$ cat src/hw/rtl/tsp_pkg.sv
`timescale 1ns / 1ps

package tsp_pkg;

    // Field widths.
    localparam int DistW  = 16;
    localparam int SpeedW = 12;
    localparam int MeasW  = 13;
    localparam int AccelW = 8;
    localparam int DecelW = 12;

    // Configuration register indexes.
    localparam logic [7:0] RegMaxSpeed     = 8'd0;
    localparam logic [7:0] RegAccelStep    = 8'd1;
    localparam logic [7:0] RegDecelRate    = 8'd2;
    localparam logic [7:0] RegBrakeDist    = 8'd3;

    // Register values after reset.
    localparam logic [SpeedW-1:0] MaxSpeedReset  = 12'd600;
    localparam logic [AccelW-1:0] AccelStepReset = 8'd6;
    localparam logic [DecelW-1:0] DecelRateReset = 12'd600;
    localparam logic [DistW-1:0]  BrakeDistReset = 16'd300;

    // Last counter values of the serial phases.
    localparam logic [3:0] MulLast  = 4'd15;
    localparam logic [3:0] SqrtLast = 4'd11;

    typedef enum logic [2:0] {
        ST_IDLE,
        ST_MUL,
        ST_ARG,
        ST_SQRT,
        ST_DONE
    } tsp_state_t;

endpackage

$ cat src/hw/rtl/trapezoid_speed_profile.sv
`timescale 1ns / 1ps
// Each input transfer runs through the states MUL (bit-serial multiply of the root
// argument terms), ARG, SQRT (bit-serial square root) and DONE, which registers the
// result; no new input is taken until the result is loaded into the output register.
// The next input is taken while the previous result still waits on m_tready.
// Reset (aresetn low, synchronous) clears the commanded speed and the result
// valid flag and restores the configuration registers to 600, 6, 600 and 300.

module trapezoid_speed_profile
    import tsp_pkg::*;
(
    input  logic        aclk,
    input  logic        aresetn,
    // Configuration write channel.
    input  logic        cfg_valid,
    output logic        cfg_ready,
    input  logic [7:0]  cfg_index,
    input  logic [15:0] cfg_data,
    // Input stream.
    input  logic        s_tvalid,
    output logic        s_tready,
    input  logic [31:0] s_tdata,   // [15:0] target_distance, [28:16] measured_speed
    input  logic        s_tuser,   // [0] reverse
    // Result stream.
    output logic        m_tvalid,
    input  logic        m_tready,
    output logic [15:0] m_tdata,   // [12:0] speed_command
    output logic        m_tuser    // [0] braking
);

    tsp_state_t state_reg, state_next;
    logic [3:0] cnt_reg, cnt_next;

    logic [SpeedW-1:0] max_speed_reg;
    logic [AccelW-1:0] accel_reg;
    logic [DecelW-1:0] decel_reg;
    logic [DistW-1:0]  brake_dist_reg;
    logic [SpeedW-1:0] cmd_reg, cmd_next;

    // Serial multiplier operands and accumulators.
    logic [SpeedW-1:0]   sq_mplier_reg;
    logic [2*SpeedW-1:0] sq_mcand_reg;
    logic [2*SpeedW-1:0] sq_acc_reg;
    logic [DistW-1:0]    pr_mplier_reg;
    logic [27:0]         pr_mcand_reg;
    logic [27:0]         pr_acc_reg;

    // Square root state.
    logic [2*SpeedW-1:0] arg_sr_reg;
    logic [12:0]         rem_reg;
    logic [SpeedW-1:0]   root_reg;

    // Item fields held for the final step.
    logic [MeasW-1:0] mag_reg;
    logic             rev_reg;
    logic             braking_reg;

    logic             m_tvalid_reg;
    logic [MeasW-1:0] speed_out_reg;
    logic             braking_out_reg;

    logic take_in, mul_step, arg_load, sqrt_step, ld_out, cnt_clear;

    logic [DistW-1:0]  in_dist;
    logic [MeasW-1:0]  in_meas;
    logic [MeasW-1:0]  in_mag;
    logic [29:0]       arg_diff;
    logic [14:0]       rem_wide, trial;
    logic              root_bit;
    logic [12:0]       ramp_sum;
    logic [SpeedW-1:0] ramp_cap;
    logic [MeasW-1:0]  speed_signed;

    assign cfg_ready = 1'b1;
    assign m_tvalid  = m_tvalid_reg;
    assign m_tdata   = {3'b000, speed_out_reg};
    assign m_tuser   = braking_out_reg;

    // Next state.
    always_comb begin
        state_next = state_reg;
        unique case (state_reg)
            ST_IDLE: if (s_tvalid) state_next = ST_MUL;
            ST_MUL:  if (cnt_reg == MulLast) state_next = ST_ARG;
            ST_ARG:  state_next = ST_SQRT;
            ST_SQRT: if (cnt_reg == SqrtLast) state_next = ST_DONE;
            ST_DONE: if (!m_tvalid_reg || m_tready) state_next = ST_IDLE;
            default: state_next = ST_IDLE;
        endcase
    end

    // Control outputs of the sequencer.
    always_comb begin
        s_tready  = 1'b0;
        mul_step  = 1'b0;
        arg_load  = 1'b0;
        sqrt_step = 1'b0;
        ld_out    = 1'b0;
        cnt_clear = 1'b0;
        unique case (state_reg)
            ST_IDLE: begin
                s_tready  = 1'b1;
                cnt_clear = 1'b1;
            end
            ST_MUL:  mul_step = 1'b1;
            ST_ARG: begin
                arg_load  = 1'b1;
                cnt_clear = 1'b1;
            end
            ST_SQRT: sqrt_step = 1'b1;
            ST_DONE: ld_out = !m_tvalid_reg || m_tready;
            default: s_tready = 1'b0;
        endcase
    end

    assign take_in  = s_tvalid && s_tready;
    assign cnt_next = cnt_clear ? 4'd0 : cnt_reg + 4'd1;

    // Input unpacking; the magnitude of -4096 is 4096 in 13 bits.
    assign in_dist = s_tdata[15:0];
    assign in_meas = s_tdata[28:16];
    assign in_mag  = in_meas[MeasW-1] ? (~in_meas + 13'd1) : in_meas;

    // Root argument: max_speed^2 minus twice decel times (brake distance minus target distance).
    assign arg_diff = {6'd0, sq_acc_reg} - {1'b0, pr_acc_reg, 1'b0};

    // One root bit per cycle from two argument bits.
    assign rem_wide = {rem_reg, arg_sr_reg[2*SpeedW-1 -: 2]};
    assign trial    = {1'b0, root_reg, 2'b01};
    assign root_bit = rem_wide >= trial;

    // Command update.
    assign ramp_sum = {1'b0, cmd_reg} + {5'd0, accel_reg};
    always_comb begin
        ramp_cap = cmd_reg;
        cmd_next = cmd_reg;
        if (braking_reg) begin
            if ({1'b0, root_reg} > mag_reg) begin
                ramp_cap = (ramp_sum > {1'b0, root_reg}) ? root_reg : ramp_sum[SpeedW-1:0];
                cmd_next = (ramp_cap > max_speed_reg) ? max_speed_reg : ramp_cap;
            end else begin
                cmd_next = root_reg;
            end
        end else if (cmd_reg < max_speed_reg) begin
            cmd_next = (ramp_sum > {1'b0, max_speed_reg}) ? max_speed_reg
                                                          : ramp_sum[SpeedW-1:0];
        end
    end
    assign speed_signed = rev_reg ? (13'd0 - {1'b0, cmd_next}) : {1'b0, cmd_next};

    // Control and configuration registers.
    always_ff @(posedge aclk) begin
        if (!aresetn) begin
            state_reg      <= ST_IDLE;
            cnt_reg        <= 4'd0;
            max_speed_reg  <= MaxSpeedReset;
            accel_reg      <= AccelStepReset;
            decel_reg      <= DecelRateReset;
            brake_dist_reg <= BrakeDistReset;
            cmd_reg        <= '0;
            m_tvalid_reg   <= 1'b0;
        end else begin
            state_reg <= state_next;
            cnt_reg   <= cnt_next;
            if (cfg_valid && cfg_ready) begin
                unique case (cfg_index)
                    RegMaxSpeed:  max_speed_reg  <= cfg_data[SpeedW-1:0];
                    RegAccelStep: accel_reg      <= cfg_data[AccelW-1:0];
                    RegDecelRate: decel_reg      <= cfg_data[DecelW-1:0];
                    RegBrakeDist: brake_dist_reg <= cfg_data[DistW-1:0];
                    default:      ;
                endcase
            end
            if (ld_out) begin
                cmd_reg <= cmd_next;
            end
            if (ld_out) begin
                m_tvalid_reg <= 1'b1;
            end else if (m_tready) begin
                m_tvalid_reg <= 1'b0;
            end
        end
    end

    // Serial datapath and output payload.
    always_ff @(posedge aclk) begin
        if (take_in) begin
            sq_mplier_reg <= max_speed_reg;
            sq_mcand_reg  <= {12'd0, max_speed_reg};
            sq_acc_reg    <= '0;
            pr_mplier_reg <= brake_dist_reg - in_dist;
            pr_mcand_reg  <= {16'd0, decel_reg};
            pr_acc_reg    <= '0;
            mag_reg       <= in_mag;
            rev_reg       <= s_tuser;
            braking_reg   <= in_dist < brake_dist_reg;
        end else if (mul_step) begin
            sq_mplier_reg <= sq_mplier_reg >> 1;
            sq_mcand_reg  <= sq_mcand_reg << 1;
            pr_mplier_reg <= pr_mplier_reg >> 1;
            pr_mcand_reg  <= pr_mcand_reg << 1;
            if (sq_mplier_reg[0]) begin
                sq_acc_reg <= sq_acc_reg + sq_mcand_reg;
            end
            if (pr_mplier_reg[0]) begin
                pr_acc_reg <= pr_acc_reg + pr_mcand_reg;
            end
        end
        // A negative or zero argument gives a root of zero.
        if (arg_load) begin
            arg_sr_reg <= arg_diff[29] ? '0 : arg_diff[2*SpeedW-1:0];
            rem_reg    <= '0;
            root_reg   <= '0;
        end else if (sqrt_step) begin
            arg_sr_reg <= arg_sr_reg << 2;
            rem_reg    <= root_bit ? 13'(rem_wide - trial) : rem_wide[12:0];
            root_reg   <= {root_reg[SpeedW-2:0], root_bit};
        end
        if (ld_out) begin
            speed_out_reg   <= speed_signed;
            braking_out_reg <= braking_reg;
        end
    end

endmodule

$ cat config.mk
export PLATFORM = sky130hd
export DESIGN_NAME = trapezoid_speed_profile
export DESIGN_NICKNAME = d
export VERILOG_FILES = /design/src/hw/rtl/tsp_pkg.sv /design/src/hw/rtl/trapezoid_speed_profile.sv
export SDC_FILE = /design/constraint.sdc
export NUM_CORES = 1
export LEC_CHECK = 0
export ABC_AREA = 1
export ABC_CLOCK_PERIOD_IN_PS = 6600
export CAP_MARGIN = 10
export CORE_MARGIN = 1.5
export CORE_UTILIZATION = 27
export DETAILED_ROUTE_END_ITERATION = 10
export DONT_BUFFER_PORTS = 1
export GPL_ROUTABILITY_DRIVEN = 0
export HOLD_SLACK_MARGIN = 0.15
export RECOVER_POWER = 50
export SETUP_SLACK_MARGIN = 0.05
export SLEW_MARGIN = 20
export SYNTH_ARGS = -nofsm -noshare
export SYNTH_HDL_FRONTEND = slang
export SYNTH_SLANG_ARGS = --single-unit
$ cat constraint.sdc
create_clock -name aclk -period 6.6 [get_ports aclk]
set_input_delay 0 -clock aclk [delete_from_list [all_inputs] [get_ports aclk]]
set_output_delay 0 -clock aclk [all_outputs]
set_load 0.03 [all_outputs]
==> key figures, run 1 <==
Global routing
  – Largest net degree at the start of global routing: 81
  – Vias in the first global route: 15.41k
  – Gr ovfl total: 0
  – Initial antenna violation count: 2
  – GRT Resource Usage Total: 14.58%
  – First-pass GRT wire length: 82280 µm

Logic synthesis
  – Post-Syn Area: 18250 µm²
  – Synth Flop Type: dfxtp_1
  – Synth Register Bits: about 280
  – Compound-Gate Fraction of Synth Area: 18.51%
  – Unique masters post-synth: 58
  – Xor/xnor share of the synthesized area: 4.175%
  – Cell taking the most area after synthesis: dfxtp_1
  – Synth top cells by count: 556 x nand2_1, 319 x inv_1, 239 x a21oi_1
  – Synth async-reset ratio: 0%
  – Adder-cell share of the synthesized area: 12.41%
  – Post-synthesis sequential area ratio: 36.25%
  – Synth area leaders: dfxtp_1 19%, edfxtp_1 17%, ha_1 12%, nand2_1 11%, inv_1 6.6%
  – Top-area cell type share of the netlist area: 18.98%
  – Top-count cell post-synth: nand2_1
  – Synth warnings: 0
  – Post-synthesis mux area share: 0%
  – Syn Inst Count: 2425
  – Synth Area in Simple Gates: around a fifth
  – Syn_area_per_cell: 7.526 µm²
  – Post-synth EDFFs: 105
  – Main combinational cell family by area after synthesis: simple AND/OR/NAND/NOR gates

Timing
  – Setup ws final: 0.6657 ns
  – Final setup violation count: 0
  – Slew HR: -137.3%
  – Fin. max-slew vios: 222
  – Peak Freq: about 170 MHz
  – Clock Skew: 0.02059 ns
  – Final Cycle Share: roughly 90%
  – Post-layout min period: 5.934 ns
  – Setup TNS after final layout: 0 ns
  – Worst-Margin Slew: 3.560 ns
  – Final Hold Viols: 0
  – RSZ-0062 raised after global routing: no

Pwr
  – Final Power: 0.009762 W
  – VDD IR max: 0.2668 mV
  – P per Cell Area: between 400 and 500 nW/µm²
  – Leak: 9.644 nW

Critical path
  – Crit Path Max Fanout: 15
  – Max incr delay on CP: 0.41 ns
  – Worst Reg-to-Reg Cells: 39
  – Critical Path Sink Type: flop
  – Worst endpoint data arrival time: between 6 and 7 ns
  – Worst R2R End: speed_out_reg[10]
  – CP startpoint: accel_reg[0]
  – Slowest CP cell: fa_1
  – Worst path most repeated cell: nand2_1
  – R2r setup slk: 0.67 ns
  – FF-to-FF Start: accel_reg[0]
  – Critical path type: reg -> reg
  – Startpoint type of the worst setup path: flop
  – Worst setup endpoint: speed_out_reg[10]
  – Required time of the critical path: 6.90 ns

Floorplan
  – Ports: 82
  – DIE AREA: 69170 µm²
  – Initial core utilization: 27.22%
  – Rows: 95
  – Die width: about 260 µm
  – Die H: ~260 µm
  – Core region area: 67040 µm²

Clock network
  – Clk sinks: 278
  – Setup bufs post-CTS: 0
  – Number of buffers created by CTS: 35
  – Insertion delay of the later-clocked pin in the worst-skew pair: 0.55 ns
  – Clk root buf: clkbuf_16
  – CTS tree: built
  – CTS max path bufs: 3
  – CTS resizes: 0
  – H-tree Lvls: 2
  – Worst-path clk slew: about 0.060 ns

Route
  – Final ANT Viol Nets: 0
  – Via count: 16.14k
  – DR WL/cell: 15.05 µm
  – Drt via density: ~4.8
  – First-pass iteration count of the detailed router: 5
  – Number of remaining DRC errors: 0
  – Drt total wl: 51120 µm
  – Initial DRC count: 1052

Place
  – Dpl ws: 0.7481 ns
  – DP Cell Count: 3246
  – PortBufs: 0
  – Detailed placement HPWL: roughly 37000 µm

Run status
  – Failing checks: max-capacitance violations, max-slew violations
  – Status: complete, but fails checks

Min path
  – Min-Delay Path Class: in -> reg

Finish
  – Synth-to-layout area growth: 15.73%
  – Fillers: 7211
  – Layout Cells excl Fill: 3396
  – Share of layout cells above drive strength 1: 3.927%
  – Layout Nets: 2735
  – Util after Layout: 31.51%

Run
  – Max_cap viols: 4
## stage by stage
step / hold WS (ns) / instance area, µm²
CTS: 0.1512 / 21170
global route: 0.2022 / 21120
detailed placement: 0.09732 / 19210
global placement: 0.09386 / 19210
floorplan: 0.09887 / 18260
finish: 0.1825 / 21120
## area by class of cell
class,count,area (µm²),area share (%)
timing repair buffer,105,975.9,4.621
clock inverter,16,130.1,0.6161
antenna,2,5.005,0.02370
multi-input combinational,1753,10130,47.96
tap,873,1092,5.172
sequential,278,6616,31.33
inverter,322,1209,5.722
clock buffer,47,963.4,4.561
## power by group
| group | internal, W | switching [W] | total, W |
|---|---|---|---|
| sequential | 0.00241 | 0.000325 | 0.00274 |
| clock | 0.00108 | 0.000791 | 0.00187 |
| combinational | 0.00179 | 0.00337 | 0.00516 |
| total | 0.00528 | 0.00448 | 0.00976 |
## how the worst min path moves through the flow
| stage | slack (ns) | from | endpoint | cells past startpoint |
|---|---|---|---|---|
| finish | 0.18 | s_tdata[10] | pr_mplier_reg[10] | 5 |
| global route | 0.20 | s_tdata[27] | mag_reg[12] | 2 |
| CTS | 0.15 | cfg_data[14] | brake_dist_reg[14] | 3 |
| detailed placement | 0.1 | aresetn | accel_reg[2] | 1 |
| global placement | 0.09 | aresetn | accel_reg[2] | 1 |
| floorplan | 0.1 | s_tdata[16] | mag_reg[0] | 0 |
## cells in the final DEF, fill, tap and decap left out, types with 84 or more instances in the layout
cell type / count
a21oi_1: 239
edfxtp_1: 105
inv_1: 319
o21ai_0: 184
nand2_1: 556
nand3_1: 106
dfxtp_1: 173
nor2_1: 131
dlygate4sd3_1: 84
ha_1: 173
## critical path, delay by kind of cell (launching register included)
| family | cells | cell delay, ns |
|---|---|---|
| AND/OR/NAND/NOR | 20 | 1.99 |
| adder cells (fa/ha/maj) | 5 | 1.37 |
| AO/OA/AOI/OAI | 6 | 1.10 |
| buffers and inverters | 7 | 0.55 |
| flip-flops | 1 | 0.33 |
| XOR/XNOR | 1 | 0.32 |
## logic make-up (layout without fill, tap and decap cells)
kind of cell	count (synthesis)	count (layout)
AND/OR/NAND/NOR	888	888
AO/OA/AOI/OAI	596	596
other	2	6
XOR/XNOR	87	87
adder cells (fa/ha/maj)	178	178
buffers and inverters	396	490
flip-flops	278	278
## routing by layer
metal  part of all wire (%)  track usage (%)  routed length (µm)  vias up
met1                     46            18.52               23280     7427
li1                       -                -                   -     8320
met5                  0.023                0                  12        -
met3                    4.6            2.273                2343       70
met4                    2.2            3.812                1103        2
met2                     48            25.57               24370      321
## repair_timing
item,in CTS,in global routing
setup endpoints to repair,0,0
hold buffers,85,0
endpoints found under the hold margin,109,0
Note: power is estimated with default switching activity, not from simulation.
==> run 2: changes to the inputs <==
Settings changed: PLACE_DENSITY from default to 0.48.
==> key figures, run 2 (synthesis results as in run 1) <==
Run status
  – Status: complete, but fails checks
  – Failing checks: max-capacitance violations, max-slew violations

Critical path
  – CP Buf/Inv Count: 6 (-1)
  – Critical Path Sink Type: flop
  – Required time of the critical path: 6.89 ns (about the same)
  – Worst path most repeated cell: nand2_1
  – FF-to-FF Start: accel_reg[0]
  – Critical path type: reg -> reg
  – CP startpoint: accel_reg[0]
  – Slowest CP cell: fa_1
  – Startpoint type of the worst setup path: flop
  – Worst endpoint data arrival time: 6.18 ns (-0.06 ns)
  – Crit Path Max Fanout: 15 (unchanged)
  – Max incr delay on CP: 0.45 ns (+0.04 ns)
  – Cell family with most CP delay: simple AND/OR/NAND/NOR gates

Pwr
  – P per Cell Area: 472.3 nW/µm² (+2.2%)
  – Leak: 9.771 nW (+1.3%)
  – VDD IR max: 0.3377 mV (+27%)

Global routing
  – Gr ovfl total: 0 (unchanged)
  – Vias in the first global route: 16.01k (+3.9%)
  – GRT Resource Usage Total: 15.57% (+0.99 points)
  – Largest net degree at the start of global routing: 83 (+2.5%)
  – Initial antenna violation count: 2 (unchanged)
  – First-pass GRT wire length: 86930 µm (+5.6%)

Run
  – Max_cap viols: 2 (-2)

Route
  – Drt via density: 4.803 (+1.1%)
  – First-pass iteration count of the detailed router: 5 (unchanged)
  – Initial DRC count: 1047 (-0.48%)
  – Via count: 16.35k (+1.3%)
  – Number of remaining DRC errors: 0 (unchanged)
  – Drt total wl: 54630 µm (+6.9%)
  – Final ANT Viol Nets: 0 (unchanged)
  – DR WL/cell: 16.05 µm (+6.6%)

Timing
  – RSZ-0062 raised after global routing: no
  – Clock Skew: 0.03284 ns (+0.01226 ns)
  – Worst-Margin Slew: 2.626 ns (-0.9342 ns)
  – Setup TNS after final layout: 0 ns (unchanged)
  – Post-layout min period: 5.891 ns (-0.04309 ns)
  – Fin. max-slew vios: 71 (-68%)
  – Slew HR: -75.05% (+62 points)
  – Peak Freq: 169.7 MHz (+0.73%)
  – Final Cycle Share: 89.26% (-0.65 points)
  – Final Hold Viols: 0 (unchanged)
  – Final setup violation count: 0 (unchanged)

Clock network
  – Clk root buf: clkbuf_16
  – Number of buffers created by CTS: 36 (+2.9%)
  – H-tree Lvls: 2 (unchanged)
  – CTS max path bufs: 3 (unchanged)
  – Worst-path clk slew: 0.06 ns (about the same)
  – CTS tree: built
  – Clk sinks: 278 (unchanged)
  – Insertion delay of the later-clocked pin in the worst-skew pair: 0.56 ns (about the same)

Floorplan
  – Die width: 263.0 µm (unchanged)
  – Ports: 82 (unchanged)
  – Core region area: 67040 µm² (unchanged)
  – Die H: 263.0 µm (unchanged)
  – DIE AREA: 69170 µm² (unchanged)
  – Initial core utilization: 27.22% (unchanged)
  – Rows: 95 (unchanged)

Min path
  – Hold Path Origin: s_tdata[14]
  – Min-Delay Path Class: in -> reg

Finish
  – Commonest cells after routing, fill and taps aside: 556 x nand2_1, 319 x inv_1, 239 x a21oi_1
  – Util after Layout: 31.92% (+0.41 points)
  – Share of layout cells above drive strength 1: 4.353% (+0.43 points)
  – Layout Cells excl Fill: 3404 (+0.24%)
  – Commonest non-fill, non-tap cell in the layout: nand2_1
  – Synth-to-layout area growth: 17.23%
  – Layout Nets: 2740 (+0.18%)

Place
  – PortBufs: 0 (unchanged)
  – DP Cell Count: 3249 (+0.092%)
  – Detailed placement HPWL: 40120 µm (+9.0%)
## run 2: cell count changes in the layout (fill, tap and decap cells not counted), moves of 3 or more
cell and change:
inv_4 -4, clkbuf_1 -4, clkbuf_8 +5, bufinv_16 +5
xor2_2 +3, xor2_1 -3
## run 2: through the flow
| step | cell area (µm²) | hold slack [ns] | worst slack (ns) | power (W) |
|---|---|---|---|---|
| 4_1_cts | 21410 | 0.1538 | 0.6626 | 0.01020 |
| 3_3_place_gp | 19220 | 0.09587 | 0.7154 | 0.007817 |
| 3_5_place_dp | 19240 | 0.09694 | 0.6898 | 0.007917 |
| 5_1_grt | 21390 | 0.2048 | 0.03736 | 0.01103 |
| 2_1_floorplan | 18260 | 0.09887 | 1.444 | 0.006621 |
| 6_report | 21400 | 0.2037 | 0.7088 | 0.01010 |
## run 2: worst paths after layout
path,slack [ns],endpoint,depth (start not counted)
setup / recovery,0.71,speed_out_reg[10],37
hold reg to reg,0.45,cnt_reg[0],1
setup reg to reg,0.71,speed_out_reg[10],37
hold / removal,0.20,pr_mplier_reg[15],7
## run 2: worst register-to-register path, delay by kind of cell (launching register included)
kind,cells,cell delay [ns]
AOI/OAI and AO/OA,7,1.30
and+or+nand+nor,18,1.84
adders and majority gates,5,1.36
DFF,1,0.33
buffers and inverters,6,0.55
xor gates and xnor gates,1,0.26
## run 2: per-layer routing
metal / share of wire (%) / global-route usage [%] / vias up / wire length, µm
li1: - / - / 8329 / -
met1: 46 / 20.02 / 7599 / 25060
met2: 47 / 26.72 / 338 / 25680
met3: 3.9 / 2.105 / 84 / 2133
met4: 3.2 / 5.249 / 0 / 1757
met5: 0 / 0 / - / 0
## run 2: power by group
group	internal [W]	switching [W]
Clock	0.00133	0.000814
Sequential	0.00241	0.000348
Combinational	0.00178	0.00343
## run 2: layout make-up
class | instances | area (µm²)
multi-input cells | 1753 | 10150
fillers | 7274 | 45640
inverters | 322 | 1209
clock inverters | 17 | 271.5
diodes | 4 | 10.01
well taps | 873 | 1092
repair buffers | 109 | 1028
clock buffers | 48 | 1017
flip-flops and latches | 278 | 6616
## run 2: timing repair
item,in CTS,in global routing
resized for setup,0,4
setup buffers,0,0
endpoints found under the setup margin,0,2
hold buffers,86,0
hold endpoints to repair,99,0
